`src/hdl/assert_macros.svh`:
```
// assertion helpers shared by the files that carry concurrent checks
// expects clk_i and rst_ni in the scope where a macro is used
`ifndef ASSERT_MACROS_SVH
`define ASSERT_MACROS_SVH

// same-cycle implication, checked out of reset
`define DHEC_ASSERT_IMPL(lbl, ante, cons, msg) \
  lbl: assert property (@(posedge clk_i) disable iff (!rst_ni) (ante) |-> (cons)) \
    else $error(msg);

// next-cycle implication, checked out of reset
`define DHEC_ASSERT_NEXT(lbl, ante, cons, msg) \
  lbl: assert property (@(posedge clk_i) disable iff (!rst_ni) (ante) |=> (cons)) \
    else $error(msg);

`endif

```
`src/hdl/dhec_pkg.sv`:
```
// shared constants, command codes and control/status structs
// for the dual hysteresis edge counter; no dependencies
package dhec_pkg;

  // field widths
  localparam int SAMPLE_BITS = 10;
  localparam int COUNT_BITS  = 32;
  localparam int PCT_BITS    = 7;
  localparam int CMD_BITS    = 3;

  // division datapath widths: numerator magnitude stays below 3 * 100 * 2^SAMPLE_BITS
  localparam int NUM_W  = SAMPLE_BITS + 9;
  localparam int PROD_W = NUM_W + 1;
  localparam int SUM_W  = NUM_W + 2;
  localparam int DIV_W  = PCT_BITS + 1;
  localparam int DCNT_W = $clog2(NUM_W + 1);

  // job sequencing: two channels times upper and lower bound
  localparam int JOB_W = 2;
  localparam logic [JOB_W-1:0] JOB_LAST = '1;

  // stream word layout
  localparam int IN_FIELDS_W  = 2 * SAMPLE_BITS + 2 * COUNT_BITS;
  localparam int IN_DATA_W    = ((IN_FIELDS_W + 7) / 8) * 8;
  localparam int OUT_FIELDS_W = 2 * COUNT_BITS + 2 + 4 * SAMPLE_BITS + 1;
  localparam int OUT_DATA_W   = ((OUT_FIELDS_W + 7) / 8) * 8;
  localparam int USER_W       = ((CMD_BITS + 7) / 8) * 8;

  // constants
  localparam logic [SAMPLE_BITS-1:0] SAMPLE_MAX = '1;
  localparam logic [SAMPLE_BITS-1:0] SAMPLE_MID = {1'b1, {(SAMPLE_BITS-1){1'b0}}};
  localparam logic [PCT_BITS-1:0]    PCT_RESET  = PCT_BITS'(10);
  localparam logic [PCT_BITS-1:0]    PCT_ONE    = PCT_BITS'(1);
  localparam logic [PCT_BITS-1:0]    PCT_FULL   = PCT_BITS'(100);
  localparam logic [DIV_W-1:0]       FINISH_DIV = DIV_W'(200);

  // command codes
  typedef enum logic [CMD_BITS-1:0] {
    CMD_TRACK      = 3'd0,
    CMD_CAL_START  = 3'd1,
    CMD_CAL_SAMPLE = 3'd2,
    CMD_CAL_FINISH = 3'd3,
    CMD_LOAD       = 3'd4
  } cmd_e;

  // controller to datapath
  typedef struct packed {
    logic track;
    logic seed;
    logic sample;
    logic load;
    logic prep;
    logic start;
    logic store;
    logic is_finish;
    logic job_ch;
    logic job_lo;
    logic set_cal;
  } dp_ctrl_t;

  // datapath to controller
  typedef struct packed {
    logic cal_done;
    logic div_done;
  } dp_status_t;

endpackage

```
`src/hdl/dhec_div.sv`:
```
// restoring divider, one quotient bit per cycle, unsigned operands
// depends on dhec_pkg for widths
module dhec_div (
  input  logic                        clk_i,
  input  logic                        rst_ni,
  input  logic                        start_i,
  input  logic [dhec_pkg::NUM_W-1:0]  dividend_i,
  input  logic [dhec_pkg::DIV_W-1:0]  divisor_i,
  output logic                        done_o,
  output logic [dhec_pkg::NUM_W-1:0]  quotient_o
);
  import dhec_pkg::*;

  logic [NUM_W-1:0]  quo_q, quo_d;
  logic [DIV_W-1:0]  rem_q, rem_d;
  logic [DIV_W-1:0]  dvs_q;
  logic [DCNT_W-1:0] cnt_q, cnt_d;
  logic              busy_q, busy_d;
  logic              done_q, done_d;
  logic [DIV_W:0]    trial;
  logic [DIV_W:0]    trial_sub;
  logic              fits;

  // one shift-subtract step
  always_comb begin
    trial     = {rem_q, quo_q[NUM_W-1]};
    trial_sub = trial - {1'b0, dvs_q};
    fits      = trial >= {1'b0, dvs_q};
  end

  // step sequencing
  always_comb begin
    quo_d  = quo_q;
    rem_d  = rem_q;
    cnt_d  = cnt_q;
    busy_d = busy_q;
    done_d = 1'b0;
    if (start_i) begin
      quo_d  = dividend_i;
      rem_d  = '0;
      cnt_d  = DCNT_W'(NUM_W);
      busy_d = 1'b1;
    end else if (busy_q) begin
      quo_d = {quo_q[NUM_W-2:0], fits};
      rem_d = fits ? trial_sub[DIV_W-1:0] : trial[DIV_W-1:0];
      cnt_d = cnt_q - DCNT_W'(1);
      if (cnt_q == DCNT_W'(1)) begin
        busy_d = 1'b0;
        done_d = 1'b1;
      end
    end
  end

  // control state
  always_ff @(posedge clk_i or negedge rst_ni) begin
    if (!rst_ni) begin
      busy_q <= 1'b0;
      done_q <= 1'b0;
      cnt_q  <= '0;
    end else begin
      busy_q <= busy_d;
      done_q <= done_d;
      cnt_q  <= cnt_d;
    end
  end

  // operand registers
  always_ff @(posedge clk_i) begin
    quo_q <= quo_d;
    rem_q <= rem_d;
    if (start_i) begin
      dvs_q <= divisor_i;
    end
  end

  assign done_o     = done_q;
  assign quotient_o = quo_q;

endmodule

```
`src/hdl/dhec_datapath.sv`:
```
// channel state, comparators, calibration arithmetic and the dead band register
// depends on dhec_pkg and dhec_div
module dhec_datapath (
  input  logic                                       clk_i,
  input  logic                                       rst_ni,
  input  logic                                       cfg_we_i,
  input  logic [dhec_pkg::PCT_BITS-1:0]              cfg_wdata_i,
  input  logic [1:0][dhec_pkg::SAMPLE_BITS-1:0]      sample_i,
  input  logic [1:0][dhec_pkg::COUNT_BITS-1:0]       count_load_i,
  input  dhec_pkg::dp_ctrl_t                         ctrl_i,
  output dhec_pkg::dp_status_t                       status_o,
  output logic [1:0][dhec_pkg::COUNT_BITS-1:0]       count_o,
  output logic [1:0]                                 level_o,
  output logic [1:0][dhec_pkg::SAMPLE_BITS-1:0]      upper_o,
  output logic [1:0][dhec_pkg::SAMPLE_BITS-1:0]      lower_o,
  output logic                                       cal_done_o
);
  import dhec_pkg::*;

  logic [PCT_BITS-1:0]              pct_q;
  logic [PCT_BITS-1:0]              p_eff;
  logic [1:0]                       level_q, level_d;
  logic [1:0][COUNT_BITS-1:0]       count_q, count_d;
  logic [1:0][SAMPLE_BITS-1:0]      upper_q, upper_d;
  logic [1:0][SAMPLE_BITS-1:0]      lower_q, lower_d;
  logic [1:0][SAMPLE_BITS-1:0]      smax_q, smax_d;
  logic [1:0][SAMPLE_BITS-1:0]      smin_q, smin_d;
  logic                             cal_q, cal_d;

  logic [SAMPLE_BITS-1:0]           op_x, op_y;
  logic [SAMPLE_BITS:0]             op_sum;
  logic signed [SAMPLE_BITS:0]      op_dif;
  logic [PCT_BITS-1:0]              fac_u, fac_s;
  logic [NUM_W-1:0]                 a_d, a_q;
  logic signed [PROD_W-1:0]         b_d, b_q;
  logic [DIV_W-1:0]                 dvs_d, dvs_q;
  logic signed [SUM_W-1:0]          a_ext, b_ext, num;
  logic                             neg_q;
  logic                             div_done;
  logic [NUM_W-1:0]                 quo;
  logic [SAMPLE_BITS-1:0]           res;

  // dead band register
  always_ff @(posedge clk_i or negedge rst_ni) begin
    if (!rst_ni) begin
      pct_q <= PCT_RESET;
    end else if (cfg_we_i) begin
      pct_q <= cfg_wdata_i;
    end
  end

  // effective percent, zero acts as one and large values saturate
  always_comb begin
    if (pct_q == '0) begin
      p_eff = PCT_ONE;
    end else if (pct_q > PCT_FULL) begin
      p_eff = PCT_FULL;
    end else begin
      p_eff = pct_q;
    end
  end

  // operand products for the current job; finish uses the span, start the thresholds
  always_comb begin
    op_x   = ctrl_i.is_finish ? smax_q[ctrl_i.job_ch] : upper_q[ctrl_i.job_ch];
    op_y   = ctrl_i.is_finish ? smin_q[ctrl_i.job_ch] : lower_q[ctrl_i.job_ch];
    op_sum = {1'b0, op_x} + {1'b0, op_y};
    op_dif = $signed({1'b0, op_x}) - $signed({1'b0, op_y});
    fac_u  = ctrl_i.is_finish ? PCT_FULL : p_eff;
    fac_s  = ctrl_i.is_finish ? p_eff : PCT_FULL;
    a_d    = NUM_W'(fac_u) * NUM_W'(op_sum);
    b_d    = PROD_W'(op_dif) * PROD_W'($signed({1'b0, fac_s}));
    dvs_d  = ctrl_i.is_finish ? FINISH_DIV : {p_eff, 1'b0};
  end

  always_ff @(posedge clk_i) begin
    if (ctrl_i.prep) begin
      a_q   <= a_d;
      b_q   <= b_d;
      dvs_q <= dvs_d;
    end
  end

  // numerator: upper bound adds the band term, lower bound subtracts it
  always_comb begin
    a_ext = $signed(SUM_W'(a_q));
    b_ext = SUM_W'(b_q);
    num   = ctrl_i.job_lo ? (a_ext - b_ext) : (a_ext + b_ext);
  end

  always_ff @(posedge clk_i) begin
    if (ctrl_i.start) begin
      neg_q <= num[SUM_W-1];
    end
  end

  dhec_div u_div (
    .clk_i      (clk_i),
    .rst_ni     (rst_ni),
    .start_i    (ctrl_i.start),
    .dividend_i (num[NUM_W-1:0]),
    .divisor_i  (dvs_q),
    .done_o     (div_done),
    .quotient_o (quo)
  );

  // negative numerators give zero, large quotients clamp to full scale
  always_comb begin
    if (neg_q) begin
      res = '0;
    end else if (quo > NUM_W'(SAMPLE_MAX)) begin
      res = SAMPLE_MAX;
    end else begin
      res = quo[SAMPLE_BITS-1:0];
    end
  end

  // next channel state
  always_comb begin
    level_d = level_q;
    count_d = count_q;
    upper_d = upper_q;
    lower_d = lower_q;
    smax_d  = smax_q;
    smin_d  = smin_q;
    cal_d   = cal_q;
    for (int ch = 0; ch < 2; ch++) begin
      // schmitt comparator, count both crossings
      if (ctrl_i.track) begin
        if (sample_i[ch] > upper_q[ch] && !level_q[ch]) begin
          level_d[ch] = 1'b1;
          count_d[ch] = count_q[ch] + COUNT_BITS'(1);
        end else if (sample_i[ch] < lower_q[ch] && level_q[ch]) begin
          level_d[ch] = 1'b0;
          count_d[ch] = count_q[ch] + COUNT_BITS'(1);
        end
      end
      // fresh window
      if (ctrl_i.seed) begin
        smax_d[ch] = '0;
        smin_d[ch] = SAMPLE_MAX;
      end
      // span tracking
      if (ctrl_i.sample) begin
        if (sample_i[ch] > smax_q[ch]) begin
          smax_d[ch] = sample_i[ch];
        end
        if (sample_i[ch] < smin_q[ch]) begin
          smin_d[ch] = sample_i[ch];
        end
      end
      if (ctrl_i.load) begin
        count_d[ch] = count_load_i[ch];
      end
    end
    // divider result write-back
    if (ctrl_i.store) begin
      if (ctrl_i.is_finish) begin
        if (ctrl_i.job_lo) begin
          lower_d[ctrl_i.job_ch] = res;
        end else begin
          upper_d[ctrl_i.job_ch] = res;
        end
      end else begin
        if (ctrl_i.job_lo) begin
          smin_d[ctrl_i.job_ch] = res;
        end else begin
          smax_d[ctrl_i.job_ch] = res;
        end
      end
    end
    if (ctrl_i.set_cal) begin
      cal_d = 1'b1;
    end
  end

  always_ff @(posedge clk_i or negedge rst_ni) begin
    if (!rst_ni) begin
      level_q <= '0;
      count_q <= '0;
      upper_q <= {2{SAMPLE_MID}};
      lower_q <= {2{SAMPLE_MID}};
      smax_q  <= '0;
      smin_q  <= {2{SAMPLE_MAX}};
      cal_q   <= 1'b0;
    end else begin
      level_q <= level_d;
      count_q <= count_d;
      upper_q <= upper_d;
      lower_q <= lower_d;
      smax_q  <= smax_d;
      smin_q  <= smin_d;
      cal_q   <= cal_d;
    end
  end

  assign status_o.cal_done = cal_q;
  assign status_o.div_done = div_done;
  assign count_o           = count_q;
  assign level_o           = level_q;
  assign upper_o           = upper_q;
  assign lower_o           = lower_q;
  assign cal_done_o        = cal_q;

endmodule

```
`src/hdl/dhec_ctrl.sv`:
```
// command decode, handshakes and the calibration job sequencer
// depends on dhec_pkg
module dhec_ctrl (
  input  logic                           clk_i,
  input  logic                           rst_ni,
  input  logic                           s_valid_i,
  output logic                           s_ready_o,
  input  logic [dhec_pkg::CMD_BITS-1:0]  cmd_i,
  output logic                           m_valid_o,
  input  logic                           m_ready_i,
  input  dhec_pkg::dp_status_t           status_i,
  output dhec_pkg::dp_ctrl_t             ctrl_o
);
  import dhec_pkg::*;

  typedef enum logic [3:0] {
    ST_IDLE  = 4'b0001,
    ST_PREP  = 4'b0010,
    ST_START = 4'b0100,
    ST_WAIT  = 4'b1000
  } state_e;

  state_e           state_q, state_d;
  logic [JOB_W-1:0] job_q, job_d;
  logic             finish_q, finish_d;
  logic             m_valid_q, m_valid_d;
  cmd_e             cmd;
  logic             accept;
  logic             long_op;
  logic             store;
  logic             last_store;

  // decode
  always_comb begin
    cmd       = cmd_e'(cmd_i);
    s_ready_o = (state_q == ST_IDLE) && (!m_valid_q || m_ready_i);
    accept    = s_valid_i && s_ready_o;
    long_op   = (cmd == CMD_CAL_FINISH) || (cmd == CMD_CAL_START && status_i.cal_done);
    store     = (state_q == ST_WAIT) && status_i.div_done;
    last_store = store && (job_q == JOB_LAST);
  end

  // job sequencer
  always_comb begin
    state_d  = state_q;
    job_d    = job_q;
    finish_d = finish_q;
    unique case (state_q)
      ST_IDLE: begin
        if (accept && long_op) begin
          state_d  = ST_PREP;
          job_d    = '0;
          finish_d = (cmd == CMD_CAL_FINISH);
        end
      end
      ST_PREP:  state_d = ST_START;
      ST_START: state_d = ST_WAIT;
      ST_WAIT: begin
        if (status_i.div_done) begin
          if (job_q == JOB_LAST) begin
            state_d = ST_IDLE;
          end else begin
            state_d = ST_PREP;
            job_d   = job_q + JOB_W'(1);
          end
        end
      end
      default: state_d = ST_IDLE;
    endcase
  end

  // result word valid
  always_comb begin
    m_valid_d = m_valid_q;
    if (m_valid_q && m_ready_i) begin
      m_valid_d = 1'b0;
    end
    if ((accept && !long_op) || last_store) begin
      m_valid_d = 1'b1;
    end
  end

  always_ff @(posedge clk_i or negedge rst_ni) begin
    if (!rst_ni) begin
      state_q   <= ST_IDLE;
      job_q     <= '0;
      finish_q  <= 1'b0;
      m_valid_q <= 1'b0;
    end else begin
      state_q   <= state_d;
      job_q     <= job_d;
      finish_q  <= finish_d;
      m_valid_q <= m_valid_d;
    end
  end

  // datapath commands
  always_comb begin
    ctrl_o.track     = accept && (cmd == CMD_TRACK);
    ctrl_o.seed      = accept && (cmd == CMD_CAL_START) && !status_i.cal_done;
    ctrl_o.sample    = accept && (cmd == CMD_CAL_SAMPLE);
    ctrl_o.load      = accept && (cmd == CMD_LOAD);
    ctrl_o.prep      = (state_q == ST_PREP);
    ctrl_o.start     = (state_q == ST_START);
    ctrl_o.store     = store;
    ctrl_o.is_finish = finish_q;
    ctrl_o.job_ch    = job_q[1];
    ctrl_o.job_lo    = job_q[0];
    ctrl_o.set_cal   = last_store && finish_q;
  end

  assign m_valid_o = m_valid_q;

endmodule

```
`src/hdl/dual_hysteresis_edge_counter.sv`:
```
// dual hysteresis edge counter, top level; uses dhec_pkg, dhec_ctrl, dhec_datapath
// track, cal sample, load, unused codes and a first cal start: word valid next cycle
// cal finish and cal start once calibrated: a prep, start and wait sequence on the
//   shared one-bit-per-cycle divider, run once per channel and bound; one word at a time
// reset clears counters and levels, thresholds to mid-scale, span to empty, dead band 10
`include "assert_macros.svh"

module dual_hysteresis_edge_counter (
  input  logic                              clk_i,
  input  logic                              rst_ni,
  input  logic                              cfg_we_i,
  input  logic [dhec_pkg::PCT_BITS-1:0]     cfg_wdata_i,
  input  logic                              s_axis_tvalid,
  output logic                              s_axis_tready,
  // left_sample, right_sample, left_count_load, right_count_load
  input  logic [dhec_pkg::IN_DATA_W-1:0]    s_axis_tdata,
  // cmd
  input  logic [dhec_pkg::USER_W-1:0]       s_axis_tuser,
  output logic                              m_axis_tvalid,
  input  logic                              m_axis_tready,
  // left_count, right_count, left_level, right_level, left_high_thr, left_low_thr,
  // right_high_thr, right_low_thr, calibrated
  output logic [dhec_pkg::OUT_DATA_W-1:0]   m_axis_tdata
);
  import dhec_pkg::*;

  dp_ctrl_t                    dp_ctrl;
  dp_status_t                  dp_status;
  logic [1:0][SAMPLE_BITS-1:0] sample;
  logic [1:0][COUNT_BITS-1:0]  count_load;
  logic [1:0][COUNT_BITS-1:0]  count;
  logic [1:0]                  level;
  logic [1:0][SAMPLE_BITS-1:0] upper;
  logic [1:0][SAMPLE_BITS-1:0] lower;
  logic                        cal_done;

  // unpack input word
  assign sample[0]     = s_axis_tdata[SAMPLE_BITS-1:0];
  assign sample[1]     = s_axis_tdata[2*SAMPLE_BITS-1:SAMPLE_BITS];
  assign count_load[0] = s_axis_tdata[2*SAMPLE_BITS+COUNT_BITS-1:2*SAMPLE_BITS];
  assign count_load[1] = s_axis_tdata[2*SAMPLE_BITS+2*COUNT_BITS-1:2*SAMPLE_BITS+COUNT_BITS];

  dhec_ctrl u_ctrl (
    .clk_i     (clk_i),
    .rst_ni    (rst_ni),
    .s_valid_i (s_axis_tvalid),
    .s_ready_o (s_axis_tready),
    .cmd_i     (s_axis_tuser[CMD_BITS-1:0]),
    .m_valid_o (m_axis_tvalid),
    .m_ready_i (m_axis_tready),
    .status_i  (dp_status),
    .ctrl_o    (dp_ctrl)
  );

  dhec_datapath u_datapath (
    .clk_i        (clk_i),
    .rst_ni       (rst_ni),
    .cfg_we_i     (cfg_we_i),
    .cfg_wdata_i  (cfg_wdata_i),
    .sample_i     (sample),
    .count_load_i (count_load),
    .ctrl_i       (dp_ctrl),
    .status_o     (dp_status),
    .count_o      (count),
    .level_o      (level),
    .upper_o      (upper),
    .lower_o      (lower),
    .cal_done_o   (cal_done)
  );

  // pack result word, state registers hold until the next accepted word
  assign m_axis_tdata = OUT_DATA_W'({cal_done, lower[1], upper[1], lower[0], upper[0],
                                     level[1], level[0], count[1], count[0]});

  // checks
  `DHEC_ASSERT_IMPL(a_no_overrun, s_axis_tvalid && s_axis_tready, !m_axis_tvalid || m_axis_tready, "input taken while result word still pending")
  `DHEC_ASSERT_NEXT(a_busy_blocks, dp_ctrl.start, !s_axis_tready, "input ready during a division")
  `DHEC_ASSERT_IMPL(a_thr_on_finish, !$stable({upper, lower}), $past(dp_ctrl.store && dp_ctrl.is_finish), "thresholds changed outside cal finish")

endmodule
```
`config.mk`:
```
export PLATFORM = sky130hd
export DESIGN_NAME = dual_hysteresis_edge_counter
export DESIGN_NICKNAME = d
export VERILOG_FILES = /design/src/hdl/dhec_pkg.sv /design/src/hdl/dhec_div.sv /design/src/hdl/dhec_datapath.sv /design/src/hdl/dhec_ctrl.sv /design/src/hdl/dual_hysteresis_edge_counter.sv
export VERILOG_INCLUDE_DIRS = /design/src /design/src/hdl
export SDC_FILE = /design/constraint.sdc
export NUM_CORES = 1
export LEC_CHECK = 0
export ABC_AREA = 1
export BUFFER_PORTS_ARGS = -buffer_cell sky130_fd_sc_hd__buf_2
export CAP_MARGIN = 20
export CORE_UTILIZATION = 39
export DETAILED_ROUTE_END_ITERATION = 10
export PLACE_DENSITY = 0.62
export SLEW_MARGIN = 5
export SYNTH_ARGS = -nofsm -noshare
export SYNTH_HDL_FRONTEND = slang
export SYNTH_SLANG_ARGS = --single-unit
```
`constraint.sdc`:
```
create_clock -name clk_i -period 6.32 [get_ports clk_i]
set_input_delay 0.632 -clock clk_i [delete_from_list [all_inputs] [get_ports clk_i]]
set_output_delay 0.632 -clock clk_i [all_outputs]
set_load 0.005 [all_outputs]
```
# Word level (Yosys, flattened, before mapping)
# Cells that the tools add are included.
# word_totals
ff_bits	250
output_inout_bits	114
# classes
n_addsub	9
mul	2
magnitude_cmp	13
eq_ne	13
muxes	74
bitwise	1
reduce_logical	46
# op_table
op	count
32-bit 2-to-1 mux	8
10-bit 2-to-1 mux	25
20-bit 2-to-1 mux	6
20-bit bitwise mux	4
32-bit by 1-bit adder with 32-bit output (second input constant)	2
10-bit greater-than comparator	4
10-bit < comparator	4
19-bit 2-to-1 mux	2
7-bit 2-to-1 mux	4
21-bit 2-to-1 mux	1
19-bit by 19-bit adder with 20-bit output	1
19-bit by 19-bit subtractor with 20-bit output	1
19-bit by 10-bit greater-than comparator with 1-bit output (second input constant)	1
1-bit logical AND	19
11-bit by 8-bit multiplier with 19-bit output	1
7-bit by 11-bit multiplier with 18-bit output	1
4-bit one-hot mux with 4 select lines	1
1-bit 2-to-1 mux	12
2-bit AND reduction	6
2-bit nonzero test	6
10-bit by 10-bit adder with 11-bit output	1
10-bit by 10-bit subtractor with 11-bit output	1
10-bit demux with 1-bit select	1
5-bit 2-to-1 mux	2
other kinds (30)	44

# Depth between registers and ports, before layout
# Gate-level depths: netlist of the first run.
# depth
depth_word	13
depth_mapped	33

# Cells and area by module
# From an unflattened synthesis of the first run, not the netlist that was laid out.
# unflattened
cells_unflattened	3434
area_unflattened_um2	24340.8
# modules_own_cells
module	instances	cells_each	area_per_inst_um2	seq_area_each_um2
dhec_datapath	1	3102	21505.6	5237.5
dhec_div	1	254	2215.9	1146.1
dhec_ctrl	1	71	570.5	201.4
dual_hysteresis_edge_counter	1	7	48.8	0.0

# Worst setup path before layout of the first run
# No wires, ideal clock.
# synth_timing
path_kind	reg-to-reg
startpoint	register u_ctrl.finish_q
endpoint	register u_datapath.a_q[17] (data pin)
setup_ns	0.253
arrival_time_ns	6.095
path_slack_ns	-0.027
path_stages_with_launch	28
period_less_slack_ns	6.347
cell_sequence	dfrtp_1 -> inv_1 -> clkbuf_1 -> clkbuf_1 -> o21ai_0 -> o22ai_1 -> ha_1 -> inv_1 -> fa_1 -> o31ai_1 -> xor2_1 -> nor2_1 -> fa_1 -> inv_1 -> fa_1 -> inv_1 -> fa_1 -> inv_1 -> fa_1 -> inv_1 -> ha_1 -> inv_1 -> o21bai_1 -> a21oi_1 -> o21ai_0 -> nand3_1 -> nand3b_1 -> nand2_1
# synth_via
elab_chain_len	3
# synth_lines
item	line_no	text
start, declared	dhec_ctrl.sv:25	logic finish_q, finish_d;
start signal, assigned	dhec_ctrl.sv:92	finish_q <= finish_d;
10-bit 2-to-1 mux (on tied branches)	dhec_datapath.sv:65, dhec_datapath.sv:66	
10-bit by 10-bit adder with 11-bit output	dhec_datapath.sv:67	op_sum = {1'b0, op_x} + {1'b0, op_y};
7-bit by 11-bit multiplier with 18-bit output *	dhec_datapath.sv:71	a_d = NUM_W'(fac_u) * NUM_W'(op_sum);
named net u_datapath.a_d[17]	dhec_datapath.sv:34	logic [NUM_W-1:0] a_d, a_q;
end signal, assigned	dhec_datapath.sv:78	a_q <= a_d;
end, declared	dhec_datapath.sv:34	
# The timed path passes the listed nets; every way through them passes the cells marked *.
# A chain may end at the register's enable or synchronous reset.

# Final worst setup path of the first run
# layout_timing
startpoint	register u_ctrl.job_q[1]
endpoint	register u_datapath.a_q[13] (data pin)
# layout_via
elab_chain_len	5
# layout_lines
item	line_no	text
start, declared	dhec_ctrl.sv:24	logic [JOB_W-1:0] job_q, job_d;
start signal, assigned	dhec_ctrl.sv:91	job_q <= job_d;
10-bit 2-to-1 mux (on tied branches) (3 in a row)	dhec_datapath.sv:65, dhec_datapath.sv:66	
10-bit by 10-bit adder with 11-bit output *	dhec_datapath.sv:67	
7-bit by 11-bit multiplier with 18-bit output *	dhec_datapath.sv:71	
named net u_datapath.a_d[13]	dhec_datapath.sv:34	
# The timed path passes the listed nets; every way through them passes the cells marked *. The select of a mux whose other input is x is not followed.

==> summary.txt, run 1 <==
Yosys
  – Yosys warnings: 0
  – Synth Register Bits: 248
  – Cells taking the most area after synthesis: sky130_fd_sc_hd__nand2_1 (16%), sky130_fd_sc_hd__dfrtp_1 (15%), sky130_fd_sc_hd__ha_1 (11%)
  – Distinct cell type count of the synthesized netlist: 58
  – Simple-gate share of the synthesized area: 29.6%
  – Primary flip-flop cell chosen by synthesis mapping: sky130_fd_sc_hd__dfrtp_1
  – Compound-gate portion of the synthesized area: 9.09%
  – Average cell area after synthesis: roughly 7.1 um^2
  – Number of flops mapped to enable cells by yosys: 71
  – Total standard cell area after synthesis: 0.0236 mm^2
  – Multiplexer share of the synthesized area: 0.0954%
  – Main combinational cell family by area after synthesis: simple AND/OR/NAND/NOR gates
  – Leading area contributor after synthesis: sky130_fd_sc_hd__nand2_1
  – Proportion of register bits with asynchronous set or reset after synthesis: 68.1%
  – Arithmetic-cell share of the synthesized area counting full adders, half adders and majority gates: between 10% and 20%
  – Cells after synthesis: 3321
  – Area share of the leading cell type in the synthesized netlist: 16.3%
  – Sequential-to-total area share from yosys stat: between 20 and 30%
  – Synthesized-area fraction occupied by xor and xnor cells: 4.04%

Floorplan
  – Initial standard-cell utilization of the core: 39.8%
  – I/O pin count: 222
  – Core Rows: 89
  – X dimension of the die: 248 um
  – Vert. Die Dim: 248 um
  – Area enclosed by the die boundary: 0.0615 mm^2
  – Core Area: 0.0594 mm^2

Clock tree
  – CTS buffer count: 31
  – Deepest level of the CTS H-tree: 1
  – Clock Path Buffers: 3
  – Clock slew at the register clock pins of the worst setup and hold paths: 60 ps
  – Number of clock sinks: 248
  – TritonCTS clock tree: built
  – Root cell of the clock tree: sky130_fd_sc_hd__clkbuf_16
  – Clock insertion delay at the later pin of the skew report: 600 ps

Placed design
  – Half-perimeter wire length after detailed placement: around 56000 um
  – Setup Slack @ Placement: between 10 and 15 ps
  – Number of buffer cells added on primary ports: between 200 and 250
  – Standard cell area after detailed placement: 0.0264 mm^2
  – Gpl congestion: 0.918

Timing
  – Final hold slack: 246 ps
  – Clock period minus worst slack: roughly 6100 ps
  – Unrepaired setup endpoints after global routing: yes
  – Setup violations, final: 0
  – Min setup slack post-route: 170 ps
  – FMAX: 163 MHz
  – Actual slew at the worst max-slew pin: 1050 ps
  – Count of final hold-check violations: 0
  – Final setup skew: 22.5 ps
  – Max-slew headroom at the worst pin: 29.8%
  – Pins over their slew limit: 0
  – Share of the clock period used by the worst path after layout: 97.3%

Layout
  – Cell area after layout: ~0.028 mm^2
  – Final Net Count: slightly above 4000
  – Layout cell share with drive strength beyond 1: approximately 16%
  – Layout fillers: 5924
  – Signed area change from the synthesized netlist to the final layout: 20.0%

Route
  – Residual antenna-violating net count after detailed routing: 0
  – Final routed wirelength across all metal layers: 73100 um
  – Total via count in the routed design: 22700
  – Vias per Instance: 5.11
  – Wire length per cell after detailed routing: about 16 um
  – Pre-Repair DR Iteration Count: 5
  – Number of DRC markers in iteration 0: 1535
  – Drc violations: 0

GRT
  – Initial antenna violation count: 1
  – Number of global-route vias before repair: about 21000
  – Global-route wire length before repair: 113000 um
  – Maximum number of pins on one net before global-route repair: 89
  – GRT Residual Overflow: 0
  – All-layer global routing usage: 23.3%

Worst setup path
  – Critical path fanouts, max: 8
  – Data required time at the worst endpoint: between 6000 and 7000 ps
  – Source of the worst register-to-register timing path: u_ctrl.job_q[1]
  – Launching element of the worst setup path: u_ctrl.job_q[1]
  – Crit path launch type: flop
  – Type of the worst setup path: flop to flop
  – Arr. time, crit path: 6480 ps
  – Endpoint kind of the worst setup timing path: flop

Hold path
  – Worst min-delay path startpoint: cfg_wdata_i[4]
  – Worst Hold Class: input port to flop

Run status
  – Run status: complete, no violations

Flow run
  – Number of max-capacitance violations reported: 0
state kept, by name, summed over array words and instances, names as in the netlist, 2 cells and up:
signal	count
u_datapath.b_q	19
u_datapath.dvs_q	7
u_datapath.u_div.dvs_q	7
u_datapath.u_div.rem_q	8
u_ctrl.job_q	2
u_datapath.a_q	18
u_datapath.smin_q	20
u_datapath.pct_q	7
u_ctrl.state_q	4
u_datapath.count_o	64
u_datapath.u_div.cnt_q	5
u_datapath.upper_o	20
u_datapath.u_div.quotient_o	19
u_datapath.smax_q	20
u_datapath.level_o	2
u_datapath.lower_o	20
cell families after synthesis:
| group | Yosys count |
|---|---|
| other cells | 1 |
| xor+xnor | 109 |
| flops | 248 |
| simple gates | 1697 |
| compound gates | 387 |
| mux | 2 |
| fa+ha+maj | 311 |
| buf+inv | 566 |
path summary, 6_finish.rpt:
check                                       endpoint  cells after the start  slack (ps)
max                               u_datapath.a_q[13]                     27         170
min                              u_datapath.pct_q[4]                      3         250
max reg2reg                       u_datapath.a_q[13]                     27         170
min reg2reg                u_datapath.u_div.dvs_q[4]                      0         420
max in group asynchronous     u_datapath.count_o[29]                      3        4490
min in group asynchronous       u_datapath.smax_q[1]                      2         550
area by class of cell:
type	count	area (um^2)	area share (%)
flip-flops and latches	248	6560	23.1
diodes	1	2.50	0.00883
repair buffers	389	2580	9.11
multi-input cells	2511	15400	54.4
clock inverters	16	180	0.636
inverters	470	1770	6.24
well taps	773	967	3.41
clock buffers	42	877	3.10
per-layer routing:
layer / vias up / wire length, um / GRT usage [%]
li1: 11200 / - / -
met4: 0 / 2290 / 6.71
met1: 10600 / 32700 / 32.3
met2: 730 / 33500 / 38.1
met3: 121 / 4550 / 2.66
met5: - / 0 / 0
what timing repair did:
| item | in CTS | in global routing |
|---|---|---|
| buffers inserted | 0 | 21 |
| gates resized for setup | 0 | 120 |
| endpoints found under the setup margin | 0 | 20 |
| hold buffers | 1 | 0 |
| endpoints found under the hold margin | 24 | 0 |
placed cells by master (no fill, tap or decap), drive strengths merged, types with 8 or more instances in the layout:
master,netlist,routed
dfrtp,142,142
a32oi,11,11
a31oi,12,12
or2,15,15
xor2,65,65
nor2,358,358
o21ai,170,170
o211ai,12,12
edfxtp,71,71
dfxtp,8,8
nor3,22,22
xnor2,44,44
buf,44,383
nand4,46,46
clkinv,5,13
a21o,10,10
ha,202,202
o21bai,10,10
dfstp,27,27
clkbuf,52,47
a21oi,137,137
nand3b,24,24
nand2,1024,1024
nand3,202,202
fa,109,109
inv,465,467
critical path, stage by stage, from the launching register on:
cell	delay (ps)
sky130_fd_sc_hd__dfrtp_2	550
sky130_fd_sc_hd__buf_12	170
sky130_fd_sc_hd__o21ai_1	100
sky130_fd_sc_hd__o22ai_2	270
sky130_fd_sc_hd__buf_4	160
sky130_fd_sc_hd__ha_2	180
sky130_fd_sc_hd__inv_1	60
sky130_fd_sc_hd__fa_2	360
sky130_fd_sc_hd__o31ai_2	190
sky130_fd_sc_hd__buf_4	150
sky130_fd_sc_hd__xor2_1	150
sky130_fd_sc_hd__buf_4	170
sky130_fd_sc_hd__nor2_1	60
sky130_fd_sc_hd__fa_1	500
sky130_fd_sc_hd__inv_1	50
sky130_fd_sc_hd__fa_1	470
sky130_fd_sc_hd__inv_1	60
sky130_fd_sc_hd__fa_1	520
sky130_fd_sc_hd__inv_1	50
sky130_fd_sc_hd__fa_1	530
sky130_fd_sc_hd__inv_1	70
sky130_fd_sc_hd__ha_4	270
sky130_fd_sc_hd__inv_1	40
sky130_fd_sc_hd__o21bai_1	180
sky130_fd_sc_hd__a21oi_2	80
sky130_fd_sc_hd__o21ai_2	260
sky130_fd_sc_hd__a21oi_1	120
sky130_fd_sc_hd__xnor2_1	130
per-stage QoR:
| step | util, % | setup TNS [ps] | instances |
|---|---|---|---|
| 6_report | 47.7 | 0 | 4450 |
| 5_1_grt | 47.7 | -741 | 4450 |
| 4_1_cts | 46.3 | 0 | 4421 |
| 3_5_place_dp | 44.5 | 0 | 4362 |
| 3_3_place_gp | 44.5 | 0 | 4362 |
| 2_1_floorplan | - | 0 | 3325 |
cells in the mapped netlist (all sizes together) (2+ instances only):
library cell and n:
ha 202, fa 109, nor4 3, o211ai 12, buf 44, dfrtp 142, dfstp 27, xnor2 44
nand2 1024, a21o 10, clkbuf 52, o21bai 10, mux2 2, o21a 6, nor2 358, nor3b 2
nand3b 24, a31o 2, a31oi 12, or2 15, nand3 202, edfxtp 71, dfxtp 8, o21ai 170
xor2 65, inv 465, a21boi 5, nand4 46, nor3 22, a32oi 11, a22oi 2, clkinv 5
a21oi 137, o31ai 4
Power of run 1 is not shown: default switching activity piles up to over one toggle a cycle in this logic, so the estimate is an artifact.
==> run 2: changes to the inputs <==
- ABC_AREA: 1 -> default
- PLACE_DENSITY: 0.62 -> 0.63
==> run 2 against run 1 <==
Against the previous run: the flow now finishes with violations (negative setup slack); register-to-register slack worse by 720 ps; first-iteration DRC count shrank 29%; synthesized cell count fell by 30%; global-route usage decreased by 0.69 points; die area fell by 9.0%.
==> summary.txt, run 2 <==
Run status
  – Run status: complete, but fails checks
  – Failing checks: negative setup slack

Placed design
  – Standard cell area after detailed placement: 0.0245 mm^2
  – Gpl congestion: 0.901
  – Half-perimeter wire length after detailed placement: 49200 um
  – Number of buffer cells added on primary ports: a little over 200

Worst setup path
  – Launching element of the worst setup path: u_ctrl.job_q[1]
  – Endpoint kind of the worst setup timing path: flop
  – Crit path launch type: flop
  – Worst reg2reg endpoint: u_datapath.b_q[18]
  – R2R setup slack: -550 ps
  – Master of the slowest instance on the critical path: sky130_fd_sc_hd__fa_1
  – Type of the worst setup path: flop to flop
  – Critical path fanouts, max: 7
  – Cell repeated most along the worst path: sky130_fd_sc_hd__fa_1
  – Source of the worst register-to-register timing path: u_ctrl.job_q[1]
  – CP Capture Point: u_datapath.b_q[18]
  – Arr. time, crit path: a little over 7000 ps
  – Max stage delay on crit path: between 500 and 600 ps
  – Number of cells traversed by the worst register-to-register path: 28
  – Data required time at the worst endpoint: 6630 ps

Clock tree
  – Root cell of the clock tree: sky130_fd_sc_hd__clkbuf_16
  – Clock Path Buffers: 3
  – Number of clock sinks: about 250
  – Clock slew at the register clock pins of the worst setup and hold paths: 60 ps
  – Number of buffers inserted by hold repair at cts: 0
  – TritonCTS clock tree: built
  – Clock insertion delay at the later pin of the skew report: 580 ps
  – Deepest level of the CTS H-tree: 1
  – CTS buffer count: 28

Yosys
  – Proportion of register bits with asynchronous set or reset after synthesis: 68.1%
  – Most numerous cell types in the synthesized netlist: sky130_fd_sc_hd__inv_1 (292), sky130_fd_sc_hd__nor2_1 (239), sky130_fd_sc_hd__ha_1 (202)
  – Number of flops mapped to enable cells by yosys: 71
  – Leading area contributor after synthesis: sky130_fd_sc_hd__dfrtp_1
  – Sequential-to-total area share from yosys stat: 30.5%
  – Yosys warnings: 0
  – Distinct cell type count of the synthesized netlist: 85
  – Total standard cell area after synthesis: 0.0215 mm^2
  – Area share of the leading cell type in the synthesized netlist: 16.6%
  – Synth Register Bits: 248
  – Average cell area after synthesis: 9.22 um^2
  – Primary flip-flop cell chosen by synthesis mapping: sky130_fd_sc_hd__dfrtp_1
  – Most frequently used cell type in the post-synthesis netlist: sky130_fd_sc_hd__inv_1
  – Cells taking the most area after synthesis: sky130_fd_sc_hd__dfrtp_1 (17%), sky130_fd_sc_hd__ha_1 (12%), sky130_fd_sc_hd__fa_1 (10%)
  – Cells after synthesis: approximately 2300

Timing
  – Count of final hold-check violations: 0
  – Max-slew headroom at the worst pin: a little under a fifth
  – Final total negative setup slack: -3720 ps
  – Actual slew at the worst max-slew pin: 1220 ps
  – Final hold slack: 151 ps
  – Setup violations, final: 13
  – Final setup skew: 18.6 ps
  – Pins over their slew limit: 0
  – Share of the clock period used by the worst path after layout: 109%
  – FMAX: about 150 MHz
  – Min setup slack post-route: -548 ps
  – Unrepaired setup endpoints after global routing: yes
  – Clock period minus worst slack: 6870 ps

Route
  – Residual antenna-violating net count after detailed routing: 0
  – Number of DRC markers in iteration 0: 1086
  – Wire length per cell after detailed routing: ~18 um
  – Final routed wirelength across all metal layers: 63000 um
  – Pre-Repair DR Iteration Count: 5
  – Drc violations: 0
  – Total via count in the routed design: 18400
  – Vias per Instance: 5.42

GRT
  – All-layer global routing usage: between 20 and 25%
  – Initial antenna violation count: 1
  – GRT Residual Overflow: 0
  – Number of global-route vias before repair: 18800
  – Maximum number of pins on one net before global-route repair: 95
  – Global-route wire length before repair: between 100000 and 150000 um

Layout
  – Leading cell type in the layout, fill and taps excluded: sky130_fd_sc_hd__inv_1
  – Area occupied by registers: ~0.0066 mm^2
  – Signed area change from the synthesized netlist to the final layout: 20.7%
  – Number of flip-flops under the largest register name: 64
  – Cell area after layout: 0.0259 mm^2
  – Final Net Count: 3103
  – Footprint of the multi-input gates: 0.0139 mm^2
  – Leading cell types in the layout, fill and taps excluded: sky130_fd_sc_hd__inv_1 (282), sky130_fd_sc_hd__nor2_1 (237), sky130_fd_sc_hd__buf_2 (206), sky130_fd_sc_hd__buf_4 (199), sky130_fd_sc_hd__ha_1 (191)
  – Layout fillers: 5046
  – Layout cell share with drive strength beyond 1: about a quarter

Floorplan
  – Area enclosed by the die boundary: 0.0560 mm^2
  – Vert. Die Dim: approximately 240 um
  – X dimension of the die: 237 um
  – Core Area: about 0.054 mm^2
  – Core Rows: between 80 and 90
  – Initial standard-cell utilization of the core: about two fifths
  – I/O pin count: 222

Hold path
  – Worst Hold Class: input port to asynchronous set/reset pin

Flow run
  – Number of max-capacitance violations reported: 0
## run 2: changes by cell type after synthesis, moves of 53 or more
| cell | previous run | this run |
|---|---|---|
| sky130_fd_sc_hd__nand3_1 | 197 | 42 |
| sky130_fd_sc_hd__a21oi_1 | 136 | 81 |
| sky130_fd_sc_hd__mux2i_1 | 0 | 53 |
| sky130_fd_sc_hd__inv_1 | 459 | 292 |
| sky130_fd_sc_hd__nor2_1 | 353 | 239 |
| sky130_fd_sc_hd__nand2_1 | 1022 | 178 |
## run 2: routing by layer
| metal | global-route usage (%) | wire, um | vias up | share of wire (%) |
|---|---|---|---|---|
| met2 | 37.0 | 29000 | 561 | 46 |
| met3 | 4.98 | 4770 | 98 | 7.6 |
| met1 | 30.2 | 27700 | 9032 | 44 |
| met5 | 0 | 11 | - | 0.017 |
| met4 | 5.51 | 1420 | 2 | 2.3 |
| li1 | - | - | 8755 | - |
## run 2: cells by family (layout without fill, tap and decap cells)
family	Yosys count	count (layout)	synth area share (%)
xor+xnor	119	119	4.86
simple gates	695	695	15.8
mux	81	81	4.99
other cells	1	8	0.0175
buf+inv	384	757	6.95
fa+ha+maj	311	311	21.9
flops	248	248	30.5
compound gates	490	490	14.9
## run 2: worst max-delay path: cells and delay by family, from the launching register on
family,cells,cell delay (ps)
xor gates and xnor gates,1,120
muxes,1,520
AOI/OAI and AO/OA,10,1720
DFF,1,390
buffers and inverters,6,510
and+or+nand+nor,4,620
adders and majority gates,6,2700
## run 2: through the flow
step                      util, %  setup slack (ps)  instances
after global routing         47.8              -777       3402
after CTS                    47.3              -466       3388
final                        47.9              -548       3405
after floorplan                 -              -403       2333
after detailed placement     45.3              -534       3330
after global placement       45.3              -478       3328
## run 2: layout make-up
type	instances	share of cell area, %
antenna	3	0.0290
clock buffer	48	3.31
clock inverter	4	0.106
inverter	293	4.25
multi-input combinational	1701	53.6
sequential	248	25.3
tap	696	3.36
timing repair buffer	412	10.1
## run 2: what timing repair did
action                                  CTS  global route
setup buffers                             6            12
gates resized for setup                  31            45
pin swaps                                 9            54
endpoints found under the setup margin   15            19
## run 2: worst min-delay path by stage
stage	cells after the start	start	to	slack [ps]
3_5_place_dp	0	u_datapath.dvs_q[3]	u_datapath.u_div.dvs_q[3]	400
4_1_cts	1	rst_ni	u_datapath.count_o[16]	190
5_1_grt	1	rst_ni	u_datapath.count_o[8]	240
6_report	1	rst_ni	u_datapath.count_o[8]	150
2_1_floorplan	0	rst_ni	u_ctrl.finish_q	340
3_3_place_gp	0	u_datapath.dvs_q[5]	u_datapath.u_div.dvs_q[5]	400
Power of run 2 is left out for the same reason.
